[src/design/lpd_pkg.sv]
`default_nettype none
// ----------------------------------------------------------------------------
// lpd_pkg: shared types and constants of the LUT pixel descrambler
// Command codes, binning geometry and the result record.
// ----------------------------------------------------------------------------
package lpd_pkg;

	localparam int DATA_W = 16;
	// LUT address width wide enough for binned addresses and range checks
	localparam int LUT_ADDR_W = 17;

	// binned gather geometry: pixels per half batch, LUT base of the upper half
	localparam int BIN_HALF_PIX   = 7200;
	localparam int BIN_UPPER_BASE = 43200;

	// output queue
	localparam int OUT_FIFO_DEPTH = 4;
	localparam int OUT_FIFO_PTR_W = $clog2(OUT_FIFO_DEPTH);
	localparam int OUT_FIFO_CNT_W = $clog2(OUT_FIFO_DEPTH + 1);

	typedef enum logic [1:0] {
		CMD_WR_LUT = 2'd0,
		CMD_WR_RAW = 2'd1,
		CMD_RD_PIX = 2'd2,
		CMD_NONE   = 2'd3
	} cmd_t;

	typedef struct packed {
		logic [DATA_W-1:0] pixel;
		logic [DATA_W-1:0] pixel_number;
		logic              bad_index;
	} result_t;

endpackage
`default_nettype wire

[src/design/lpd_out_fifo.sv]
`default_nettype none
// ----------------------------------------------------------------------------
// lpd_out_fifo: small result queue in front of the output port
// Absorbs results still in the read pipeline while the sink stalls.
// ----------------------------------------------------------------------------
module lpd_out_fifo
	import lpd_pkg::*;
(
	input  wire logic                      clk,
	input  wire logic                      arst_n,
	input  wire logic                      push,
	input  wire result_t                   push_data,
	input  wire logic                      pop,
	output logic                           not_empty,
	output result_t                        head,
	output logic      [OUT_FIFO_CNT_W-1:0] count
);

	result_t                   entry_q [OUT_FIFO_DEPTH];
	logic [OUT_FIFO_PTR_W-1:0] wr_ptr_q;
	logic [OUT_FIFO_PTR_W-1:0] rd_ptr_q;
	logic [OUT_FIFO_CNT_W-1:0] count_q;

	// pointers and fill level
	always_ff @(posedge clk or negedge arst_n) begin
		if (!arst_n) begin
			wr_ptr_q <= '0;
			rd_ptr_q <= '0;
			count_q  <= '0;
		end else begin
			if (push) begin
				wr_ptr_q <= wr_ptr_q + 1'b1;
			end
			if (pop) begin
				rd_ptr_q <= rd_ptr_q + 1'b1;
			end
			case ({push, pop})
				2'b10:   count_q <= count_q + 1'b1;
				2'b01:   count_q <= count_q - 1'b1;
				default: count_q <= count_q;
			endcase
		end
	end

	// payload storage
	always_ff @(posedge clk) begin
		if (push) begin
			entry_q[wr_ptr_q] <= push_data;
		end
	end

	assign not_empty = (count_q != '0);
	assign head      = entry_q[rd_ptr_q];
	assign count     = count_q;

endmodule
`default_nettype wire

[config.mk]
export PLATFORM = sky130hd
export DESIGN_NAME = lpd_out_fifo
export DESIGN_NICKNAME = d
export VERILOG_FILES = /design/src/design/lpd_pkg.sv /design/src/design/lpd_out_fifo.sv
export SDC_FILE = /design/constraint.sdc
export NUM_CORES = 1
export LEC_CHECK = 0
export ABC_AREA = 1
export BUFFER_PORTS_ARGS = -buffer_cell sky130_fd_sc_hd__buf_4
export CAP_MARGIN = 20
export CORE_MARGIN = 8
export CORE_UTILIZATION = 30
export CTS_CLUSTER_DIAMETER = 50
export DETAILED_ROUTE_END_ITERATION = 10
export GPL_ROUTABILITY_DRIVEN = 0
export HOLD_SLACK_MARGIN = 0.1
export PLACE_DENSITY = 0.56
export SYNTH_ARGS = -nofsm -noshare
export SYNTH_HDL_FRONTEND = slang
export SYNTH_SLANG_ARGS = --single-unit
[constraint.sdc]
create_clock -name clk -period 2.1 [get_ports clk]
set_clock_uncertainty 0.2 [all_clocks]
set_input_delay 0.105 -clock clk [delete_from_list [all_inputs] [get_ports clk]]
set_output_delay 0.105 -clock clk [all_outputs]
set_load 0.005 [all_outputs]
==> Word level (Yosys, flattened, before mapping) <==
Memory sizes are Yosys's and may differ from the RTL's.
Cells that the tools add are included.
{ "word_totals": {"ram_bits": 132, "input_bits": 37, "register_bits": 7, "n_memories": 1} }
{ "classes": {"mux": 3, "n_addsub": 4, "n_eq_ne": 2, "reduce_logical": 2} }
{ "memory_table": {"columns": ["name", "depth", "width", "rd", "rd_ports_with_merged_regs", "wr", "line", "source"], "rows": [
  ["entry_q", 4, 33, 1, 0, 1, "lpd_out_fifo.sv:19", "result_t entry_q [OUT_FIFO_DEPTH];"]
]} }
{ "ops": {"columns": ["cell", "count"], "rows": [
  ["case mux 3 bit (2 select lines)", 1],
  ["adder 2 x 1 -> 2 bit (second input constant)", 2],
  ["adder 3 x 1 -> 3 bit (second input constant)", 1],
  ["nonzero test 3 bit", 1],
  ["subtractor 3 x 1 -> 3 bit (second input constant)", 1],
  ["== test 2 x 1 -> 1 bit (second input constant)", 1],
  ["== test 2 bit (second input constant)", 1],
  ["2-to-1 mux 1 bit", 2],
  ["nonzero test 2 bit", 1]
]} }

==> Depth between registers and ports, before layout <==
Gate-level depths: netlist of the first run.
{ "depth": {"word_depth": 2, "depth_mapped": 9, "mapped_depth_nobuf": 8} }

==> Least setup slack after synthesis of the first run <==
OpenSTA, ideal clock, no wires.
{ "synth_path": {"path_kind": "reg-to-reg", "start": "reg wr_ptr_q[0]", "end": "mem entry_q[0][0] in the netlist's numbering (enable)", "path_stages_with_launch": 5, "path_buffers": 0, "required_ps": 1512, "synth_period_minus_slack_ps": 1914, "path_slack_ps": 186, "arrival_time_ps": 1326, "path_cell_list": "dfrtp_1 inv_1 ha_1 nand2_1 inv_1"} }
{ "synth_lines": {"columns": ["element", "line", "source"], "rows": [
  ["start: declaration", "lpd_out_fifo.sv:20", "logic [OUT_FIFO_PTR_W-1:0] wr_ptr_q;"],
  ["start signal: assignment", "lpd_out_fifo.sv:32", "wr_ptr_q <= wr_ptr_q + 1'b1;"],
  ["end: declaration", "lpd_out_fifo.sv:19", null]
]} }
No word-level cell before the write port.

==> results of run 1 <==
==> synthesized netlist by cell type (2+ instances only) <==
cell type	count
buf_4	5
ha_1	5
buf_2	9
nor2_1	65
inv_1	78
xor2_1	3
o211ai_1	6
o211ai_2	27
dfrtp_1	7
edfxtp_1	132
o21ai_0	2
nand2_1	146
clkbuf_1	2
buf_6	7
==> registers in the layout (all words and copies together), names as in the netlist <==
register and cells:
rd_ptr_q 2, count 3, wr_ptr_q 2, entry_q 132
==> cells by family (layout without fill, tap and decap cells) <==
| family | after synthesis | after routing | share of synthesized area (%) |
|---|---|---|---|
| xor+xnor | 4 | 4 | 0.5925 |
| fa+ha+maj | 6 | 6 | 1.396 |
| other cells | 0 | 1 | 0 |
| buf+inv | 101 | 230 | 7.806 |
| flops | 139 | 139 | 69.98 |
| compound gates | 35 | 35 | 6.643 |
| simple gates | 213 | 213 | 13.58 |
==> metrics by stage <==
step	worst slack (ns)	instances	instance area (sq um)	utilization, %	total power, W
after floorplan	0.1862	498	5914	-	0.006126
after global placement	0.4930	825	6769	34.89	0.007554
after detailed placement	0.4716	825	6769	34.89	0.007658
after CTS	0.1221	892	7725	39.82	0.01075
after global routing	0.02200	893	7727	39.83	0.01125
final	0.1607	893	7727	39.83	0.01052
==> layer usage <==
metal	up-vias	part of all wire [%]	GRT usage (%)
met5	-	0	0
met2	62	49	17.20
met1	1656	44	11.79
met4	0	1.7	4.943
li1	1851	-	-
met3	14	4.8	3.447
==> power by group <==
group,internal (W),switching [W]
Sequential,0.00365,0.000189
Combinational,0.00159,0.00211
Clock,0.00195,0.00103
Total,0.00719,0.00333
==> path summary, 6_finish.rpt <==
check                                           end  cells past startpoint                    start  slack [ns]
hold / removal             entry_q[2][31]$_DFFE_PP_                      2            push_data[31]        0.24
setup reg to reg           entry_q[1][22]$_DFFE_PP_                      5  wr_ptr_q[1]$_DFFE_PN0P_        0.47
max in group asynchronous   rd_ptr_q[0]$_DFFE_PN0P_                      3                   arst_n        0.94
min in group asynchronous      count[0]$_DFFE_PN0P_                      3                   arst_n        0.46
hold reg to reg                count[2]$_DFFE_PN0P_                      2     count[2]$_DFFE_PN0P_        0.33
setup / recovery                           head[30]                      6  rd_ptr_q[0]$_DFFE_PN0P_        0.16
==> area by class of cell <==
class	instances	area, sq um
Inverter	78	292.8
Multi-Input combinational cell	258	1314
Antenna cell	1	2.502
Timing Repair Buffer	122	1059
Clock inverter	11	152.6
Tap cell	265	331.6
Fill cell	1891	11670
Sequential cell	139	4143
Clock buffer	19	432.9
==> results.ini, run 1 <==
[grt]
globalRouteTotalUtil_pct=10.34
antenna_found_initial=1
grt_max_degree=63
grt_overflow=0
grt_first_pass_wirelength_mm=19.13
grt_pass1_vias=3703

[setup_path]
critPathArrivalTime_ns=1.63
critPathBufInv=2
crit_path_end_kind=primary output
crit_family=flip-flops
crit_chain=buf_4 > nor2_1 > nor2_1 > nand2_1 > nand2_1 > buf_4
crit_required_ns=1.79
path_class=reg -> out
cp-start-kind=flop
cp_max_fo=31
worst_path_max_delay_cell=dfrtp_4
slowest_delay_ns=0.50

[logic_synthesis]
synth-edff-count=132
synth.distinct_cells=18
synthFlopType=edfxtp_1
synthTopCellsByArea=edfxtp_1 (67%), nand2_1 (9.3%), o211ai_2 (5.7%), inv_1 (5.0%), nor2_1 (4.1%)
synth_largest_area_cell=edfxtp_1
syn_area_sq_um=5914
yosys_warnings=0
synthArstFlopShare_pct=5.036
ys_seq_elements=139
postSynthCellCount=498
avgSynthCellArea_sq_um=11.88
mappedNetlistNets=541
yosysSeqAreaShare_pct=69.98
synth_top_cell_area_share_pct=67.02

[die]
dieArea_sq_um=24460
die_x_um=156.4
rows=51
start_util_pct=30.49
top_level_ports=74
dieHeight_um=156.4
core_sq_um=19400

[placed_design]
portBuffers=73
dp_hpwl_mm=7.837

[clock_tree]
cts_resized=0
cts_made_buffers=17
cts_hold_buf=37
clock_path_buffers=2
path_clk_slew_ns=0.06
ctsHtreeMaxLevel=4
post-cts-setup-buffers=0
insertion_delay_ns=0.41
cts-root-buf=clkbuf_16
cts_tree=built
clkSinkCount=139

[layout]
syn_to_final_growth_pct=30.65
layout-drive-gt1-share_pct=22.97
final_common_cell=nand2_1
layout.nets=659
layout_common_cells=nand2_1 (146), edfxtp_1 (132), buf_4 (81), inv_1 (73), nor2_1 (65)

[power]
p_leak_nw=3.268
pwr_density_cell_nw_per_um2=1362
ir_worst_vdd_mv=0.7765

[timing]
fin_crit_sh_pct=92.35
hold_viol_final=0
final-max-slew-violation-count=0
fin_tns_setup_ns=0
slew_headroom_pct=75.94
tightest_slew_ns=0.3598
setup-violations-final=0
clock.fmax_mhz=515.7
period_needed_ns=1.939
timing.hold.ws_ns=0.2384
rsz0062_at_grt=false

[routing]
dr.pass1.iters=4
drt.antenna.violating_nets=0
drc=0
via_per_inst=4.012
drt_wl_total_mm=12.01
first_iter_violations=217
wire_per_inst_um=13.45
vias=3583

[job]
drv_cap=0

[outcome]
status=finished clean

[worst_hold_path]
hp-class=in -> reg

(Power assumes the default switching activity.)
==> inputs of run 2 (changes only) <==
Settings changed: CORE_UTILIZATION 30 to 58, PLACE_DENSITY 0.56 to 0.89.
==> run 2 against run 1 <==
  * Largest cell class unchanged
  * Total power up 16%
  * Highest routed layer unchanged
  * Critical path depth decreased by 1
  * Worst hold slack worse by 0.11 ns
  * Maximum frequency decreased by 13%
  * Via count up 19%
  * Sequential share of layout area down 2.8 points
  * The flow now finishes with violations (setup timing)
==> results.ini, run 2 (synthesis gave the netlist of run 1 again) <==
[setup_path]
worstSetupStartpoint=rd_ptr_q[0]$_DFFE_PN0P_  ; unchanged
crit_required_ns=1.79  ; about the same
critPathArrivalTime_ns=1.91  ; was 1.63 ns
crit_family=flip-flops  ; unchanged
cp-start-kind=flop  ; unchanged
path_class=reg -> out  ; unchanged
r2r_slack_ns=0.40  ; was 0.47 ns
worst_path_max_delay_cell=dfrtp_4  ; unchanged
reg2reg_to=entry_q[0][14]$_DFFE_PP_  ; was entry_q[1][22]$_DFFE_PP_
path_depth=5  ; was 6
slowest_delay_ns=0.52  ; was 0.50 ns
cp-endpoint=head[32]  ; was head[30]
crit_chain=buf_8 > clkbuf_16 > o211ai_1 > nand2_1 > buf_4  ; was buf_4 > nor2_1 > nor2_1 > nand2_1 > nand2_1 > buf_4
crit_path_end_kind=primary output  ; unchanged
cp_max_fo=6  ; was 31
critPathBufInv=3  ; was 2
rr_worst_depth=5  ; unchanged
reg2reg_from=wr_ptr_q[0]$_DFFE_PN0P_  ; was wr_ptr_q[1]$_DFFE_PN0P_

[grt]
grt-busiest-layer=met2  ; unchanged
grtUsageMet2_pct=33.78  ; was 17.20%
grt_pass1_vias=3941  ; was 3703
grt_overflow=0  ; unchanged
antenna_found_initial=1  ; unchanged
use_met3_pct=6.465  ; was 3.447%
grt_max_degree=45  ; was 63
globalRouteTotalUtil_pct=19.29  ; was 10.34%
grt_first_pass_wirelength_mm=19.42  ; was 19.13 mm
grt.met1_usage_pct=20.96  ; was 11.79%

[clock_tree]
cts_made_buffers=17  ; unchanged
clkSinkCount=139  ; unchanged
clock_path_buffers=2  ; unchanged
cts_tree=built  ; unchanged
ctsHtreeMaxLevel=4  ; unchanged
path_clk_slew_ns=0.07  ; was 0.06 ns
insertion_delay_ns=0.52  ; was 0.41 ns
cts-root-buf=clkbuf_8  ; was clkbuf_16

[die]
top_level_ports=74  ; unchanged
dieArea_sq_um=13680  ; was 24460 sq um
rows=37  ; was 51
die_x_um=117.0  ; was 156.4 um
core_sq_um=10090  ; was 19400 sq um
dieHeight_um=117.0  ; was 156.4 um
start_util_pct=58.60  ; was 30.49%

[timing]
setup_ws_ns=-0.1180  ; was 0.1607 ns
final-max-slew-violation-count=0  ; unchanged
slew_headroom_pct=75.80  ; was 75.94%
clock.fmax_mhz=450.8  ; was 515.7 MHz
rsz0062_at_grt=true  ; was false
period_needed_ns=2.218  ; was 1.939 ns
fin_crit_sh_pct=105.6  ; was 92.35%
setup-violations-final=16  ; was 0
tightest_slew_ns=0.3618  ; was 0.3598 ns
fin_tns_setup_ns=-0.5157  ; was 0 ns
hold_viol_final=0  ; unchanged
timing.hold.ws_ns=0.1266  ; was 0.2384 ns

[routing]
wire_per_inst_um=20.65  ; was 13.45 um
via_per_inst=5.451  ; was 4.012
drc=0  ; unchanged
first_iter_violations=533  ; was 217
drt.antenna.violating_nets=0  ; unchanged
drt_wl_total_mm=16.15  ; was 12.01 mm
vias=4263  ; was 3583
dr.pass1.iters=5  ; was 4

[outcome]
violations=setup timing
status=complete, but fails checks  ; was finished clean

[layout]
largest_register=entry_q  ; unchanged
postLayoutCoreUtil_pct=80.76  ; was 39.83%
fillers=523  ; was 1891
largest_register_ffs=132  ; unchanged
final_common_cell=nand2_1  ; unchanged
syn_to_final_growth_pct=37.80  ; was 30.65%
layoutNonFillerInstCount=782  ; was 893
layout.nets=675  ; was 659
layout-drive-gt1-share_pct=30.85  ; was 22.97%
final_area_sq_um=8150  ; was 7727 sq um
layout_common_cells=nand2_1 (137), edfxtp_1 (132), inv_1 (77), buf_4 (68)  ; was nand2_1 (146), edfxtp_1 (132), buf_4 (81), inv_1 (73), nor2_1 (65)

[job]
drv_cap=0  ; unchanged

[placed_design]
dp_hpwl_mm=7.046  ; was 7.837 mm
placed_cell_area_sq_um=6645  ; was 6769 sq um
place_inst=696  ; was 825
portBuffers=73  ; unchanged

[worst_hold_path]
hp-class=in -> reg  ; unchanged
hold_depth=2  ; unchanged

[power]
p_leak_nw=3.482  ; was 3.268 nW
ir_worst_vdd_mv=0.8711  ; was 0.7765 mV
pwr_density_cell_nw_per_um2=1499  ; was 1362 nW/um^2

run 2: cell types whose count changed in the layout (fill, tap and decap cells not counted), sizes merged:
cell / change
clkinv: -1
clkinvlp: +1
buf: +9
clkbuf: +9
run 2: metal layers:
layer | part of all wire [%] | wire, um | up-vias
met1 | 36 | 5804 | 2052
met5 | 0 | 0 | -
met4 | 3.6 | 574 | 0
met2 | 52 | 8340 | 262
met3 | 8.8 | 1427 | 53
li1 | - | - | 1896
run 2: what timing repair did:
item,CTS,global route
hold buffers,37,0
buffers inserted,2,3
resized for setup,0,72
pin swaps,0,17
endpoints found under the hold margin,278,0
gates cloned,0,11
endpoints found under the setup margin,9,32
run 2: cell type report:
| cell class | instances | area, sq um | share of cell area, % |
|---|---|---|---|
| Clock buffer | 21 | 469.2 | 5.757 |
| Multi-Input combinational cell | 258 | 1471 | 18.05 |
| Antenna cell | 1 | 2.502 | 0.03070 |
| Tap cell | 136 | 170.2 | 2.088 |
| Timing Repair Buffer | 138 | 1434 | 17.59 |
| Inverter | 78 | 295.3 | 3.623 |
| Sequential cell | 139 | 4143 | 50.83 |
| Clock inverter | 11 | 165.2 | 2.026 |
run 2: worst min path at each step:
stage	end	slack (ns)	startpoint
4_1_cts	entry_q[1][26]$_DFFE_PP_	0.11	push_data[26]
3_5_place_dp	count[0]$_DFFE_PN0P_	-0.27	arst_n
2_1_floorplan	count[0]$_DFFE_PN0P_	-0.39	arst_n
3_3_place_gp	count[0]$_DFFE_PN0P_	-0.28	arst_n
6_report	entry_q[1][1]$_DFFE_PP_	0.13	push_data[1]
5_1_grt	entry_q[1][26]$_DFFE_PP_	0.12	push_data[26]
run 2: stage by stage:
| step | total power [W] | worst slack (ns) |
|---|---|---|
| final | 0.01222 | -0.1180 |
| after global routing | 0.01272 | -0.1895 |
| after CTS | 0.01084 | 0.005179 |
| after detailed placement | 0.007593 | 0.4220 |
| after global placement | 0.007432 | 0.5223 |
| after floorplan | 0.006126 | 0.1862 |
run 2: where the power goes:
part / total [W] / internal, W / switching (W)
Combinational: 0.00513 / 0.00235 / 0.00277
Sequential: 0.00392 / 0.00365 / 0.000264
Clock: 0.00318 / 0.00205 / 0.00113
run 2: worst register-to-register path, cell delays in order (launching register included):
cell,delay [ns]
dfrtp_1,0.42
inv_1,0.10
ha_1,0.16
nand2_1,0.07
inv_1,0.08
buf_4,0.32
==> inputs of run 3 (changes only) <==
Settings changed: CELL_PAD_IN_SITES_DETAIL_PLACEMENT set to 1, CELL_PAD_IN_SITES_GLOBAL_PLACEMENT set to 1, CORE_UTILIZATION 58 to 46, PLACE_DENSITY 0.89 to 0.88.
==> run 3 against run 2 <==
  * The flow now finishes without violations
  * Cell count rose by 2.7%
  * Utilization fell by 20 points
  * Die area rose by 22%
  * Sequential cell count did not move
  * Register-to-register slack barely moved
  * Total power fell by 12%
  * Via count fell by 7.9%
  * Worst hold slack improved by 0.10 ns
  * Worst setup slack improved by 0.22 ns
  * Clock power fell by 8.2%
  * Largest cell class unchanged
  * First-iteration DRC count fell by 70%
  * Sequential power fell by 1%
==> results.ini, run 3 (synthesis gave the netlist of run 1 again) <==
[clock_tree]
post-cts-setup-buffers=0  ; was 2
cts-root-buf=clkbuf_16  ; was clkbuf_8
clock_path_buffers=2  ; unchanged
clkSinkCount=139  ; unchanged
ctsHtreeMaxLevel=4  ; unchanged
cts_made_buffers=17  ; unchanged
path_clk_slew_ns=0.06  ; was 0.07 ns
insertion_delay_ns=0.42  ; was 0.52 ns
cts_tree=built  ; unchanged

[layout]
largest_register_ffs=132  ; unchanged
layout.nets=661  ; was 675
diodes=0  ; was 1
layout-drive-gt1-share_pct=23.30  ; was 30.85%
syn_to_final_growth_pct=29.62  ; was 37.80%
layout_common_cells=nand2_1 (146), edfxtp_1 (132), buf_4 (79), inv_1 (73), nor2_1 (65)  ; was nand2_1 (137), edfxtp_1 (132), inv_1 (77), buf_4 (68)
final_common_cell=nand2_1  ; unchanged
largest_register=entry_q  ; unchanged

[routing]
first_iter_violations=159  ; was 533
drt.antenna.violating_nets=0  ; unchanged
m1WireLength_mm=5.712  ; was 5.804 mm
top_layer=met4  ; unchanged
wl_met2_mm=7.805  ; was 8.340 mm
wire_per_inst_um=18.14  ; was 20.65 um
wl_met3_um=684  ; was 1.427 mm
dr.pass1.iters=4  ; was 5
drc=0  ; unchanged
vias=3928  ; was 4263
drt_wl_total_mm=14.57  ; was 16.15 mm
via_per_inst=4.892  ; was 5.451

[die]
top_level_ports=74  ; unchanged
rows=41  ; was 37
core_sq_um=12570  ; was 10090 sq um
dieHeight_um=129.4  ; was 117.0 um
start_util_pct=47.06  ; was 58.60%
die_x_um=129.4  ; was 117.0 um
dieArea_sq_um=16740  ; was 13680 sq um

[setup_path]
reg2reg_from=wr_ptr_q[0]$_DFFE_PN0P_  ; unchanged
path_class=reg -> out  ; unchanged
cp_max_fo=60  ; was 6
critPathArrivalTime_ns=1.69  ; was 1.91 ns
crit_required_ns=1.79  ; about the same
r2r_slack_ns=0.41  ; was 0.40 ns
rr_worst_depth=5  ; unchanged
cp-start-kind=flop  ; unchanged
reg2reg_to=entry_q[2][12]$_DFFE_PP_  ; was entry_q[0][14]$_DFFE_PP_
crit_path_end_kind=primary output  ; unchanged

[outcome]
status=finished clean  ; was complete, but fails checks

[timing]
tightest_slew_ns=0.3735  ; was 0.3618 ns
period_needed_ns=1.997  ; was 2.218 ns
hold_viol_final=0  ; unchanged
setup_ws_ns=0.1026  ; was -0.1180 ns
setup-violations-final=0  ; was 16
fin_crit_sh_pct=95.11  ; was 105.6%
slew_headroom_pct=75.01  ; was 75.80%
fin_tns_setup_ns=0  ; was -0.5157 ns
final-max-slew-violation-count=0  ; unchanged
clock.fmax_mhz=500.7  ; was 450.8 MHz
rsz0062_at_grt=false  ; was true

[grt]
antenna_found_initial=0  ; was 1
grt_max_degree=61  ; was 45
grt_overflow=0  ; unchanged
globalRouteTotalUtil_pct=18.76  ; was 19.29%
grt_first_pass_wirelength_mm=23.38  ; was 19.42 mm
grt_pass1_vias=4373  ; was 3941

[worst_hold_path]
hold_path_end=entry_q[2][31]$_DFFE_PP_  ; was entry_q[1][1]$_DFFE_PP_
hp-class=in -> reg  ; unchanged
min_from=push_data[31]  ; was push_data[1]
hold_depth=2  ; unchanged

[placed_design]
portBuffers=73  ; unchanged
dp_hpwl_mm=9.372  ; was 7.046 mm
pre_cts_slack_ns=0.3938  ; was 0.4220 ns

[power]
pwr_density_cell_nw_per_um2=1403  ; was 1499 nW/um^2
p_leak_nw=3.277  ; was 3.482 nW
ir_worst_vdd_mv=0.7814  ; was 0.8711 mV

[job]
drv_cap=0  ; unchanged

run 3: layout make-up:
class | count | area, sq um
inverters | 78 | 295.3
flip-flops and latches | 139 | 4143
well taps | 172 | 215.2
clock inverters | 7 | 90.09
fillers | 1280 | 4902
multi-input cells | 258 | 1314
clock buffers | 25 | 485.5
repair buffers | 124 | 1124
run 3: through the flow:
step,hold WS [ns],cell area (sq um),power [W],utilization [%],instances
floorplan,-0.3906,5914,0.006126,-,498
global placement,-0.2754,6718,0.007568,53.45,734
detailed placement,-0.2726,6718,0.007823,53.45,734
CTS,0.2111,7666,0.01085,61.00,803
global route,0.2349,7666,0.01135,61.00,803
finish,0.2296,7666,0.01075,61.00,803
run 3: per-layer routing:
layer	GRT usage, %	up-vias
met1	19.90	1954
met2	33.67	90
met4	8.569	0
met3	5.546	33
li1	-	1851
met5	0	-
run 3: critical path: stages (launching register included):
cell     delay, ns
dfrtp_4       0.45
buf_12        0.27
nor2_1        0.09
nor2_1        0.13
nand2_1       0.09
nand2_1       0.10
buf_4         0.12
run 3: worst max path at each step:
stage	slack (ns)	cells after the start	end	from
final	0.10	6	head[12]	rd_ptr_q[0]$_DFFE_PN0P_
after global placement	0.50	5	entry_q[2][10]$_DFFE_PP_	wr_ptr_q[0]$_DFFE_PN0P_
after CTS	0.05	5	head[32]	rd_ptr_q[0]$_DFFE_PN0P_
after floorplan	0.19	4	entry_q[0][0]$_DFFE_PP_	wr_ptr_q[0]$_DFFE_PN0P_
after global routing	0.008	6	head[14]	rd_ptr_q[0]$_DFFE_PN0P_
after detailed placement	0.39	5	entry_q[2][9]$_DFFE_PP_	wr_ptr_q[0]$_DFFE_PN0P_
run 3: report_power, final:
part | switching (W) | leakage [nW] | total, W | internal, W
sequential | 0.000225 | 1.29 | 0.00387 | 0.00365
clock | 0.00109 | 0.277 | 0.00292 | 0.00184
combinational | 0.00228 | 1.70 | 0.00395 | 0.00168
run 3: what timing repair did:
action                                 4_1_cts  5_1_grt
setup endpoints to repair                   11        1
cloned                                       0        0
gates resized for setup                      1        1
endpoints found under the hold margin      162        0
hold buffers                                37        0
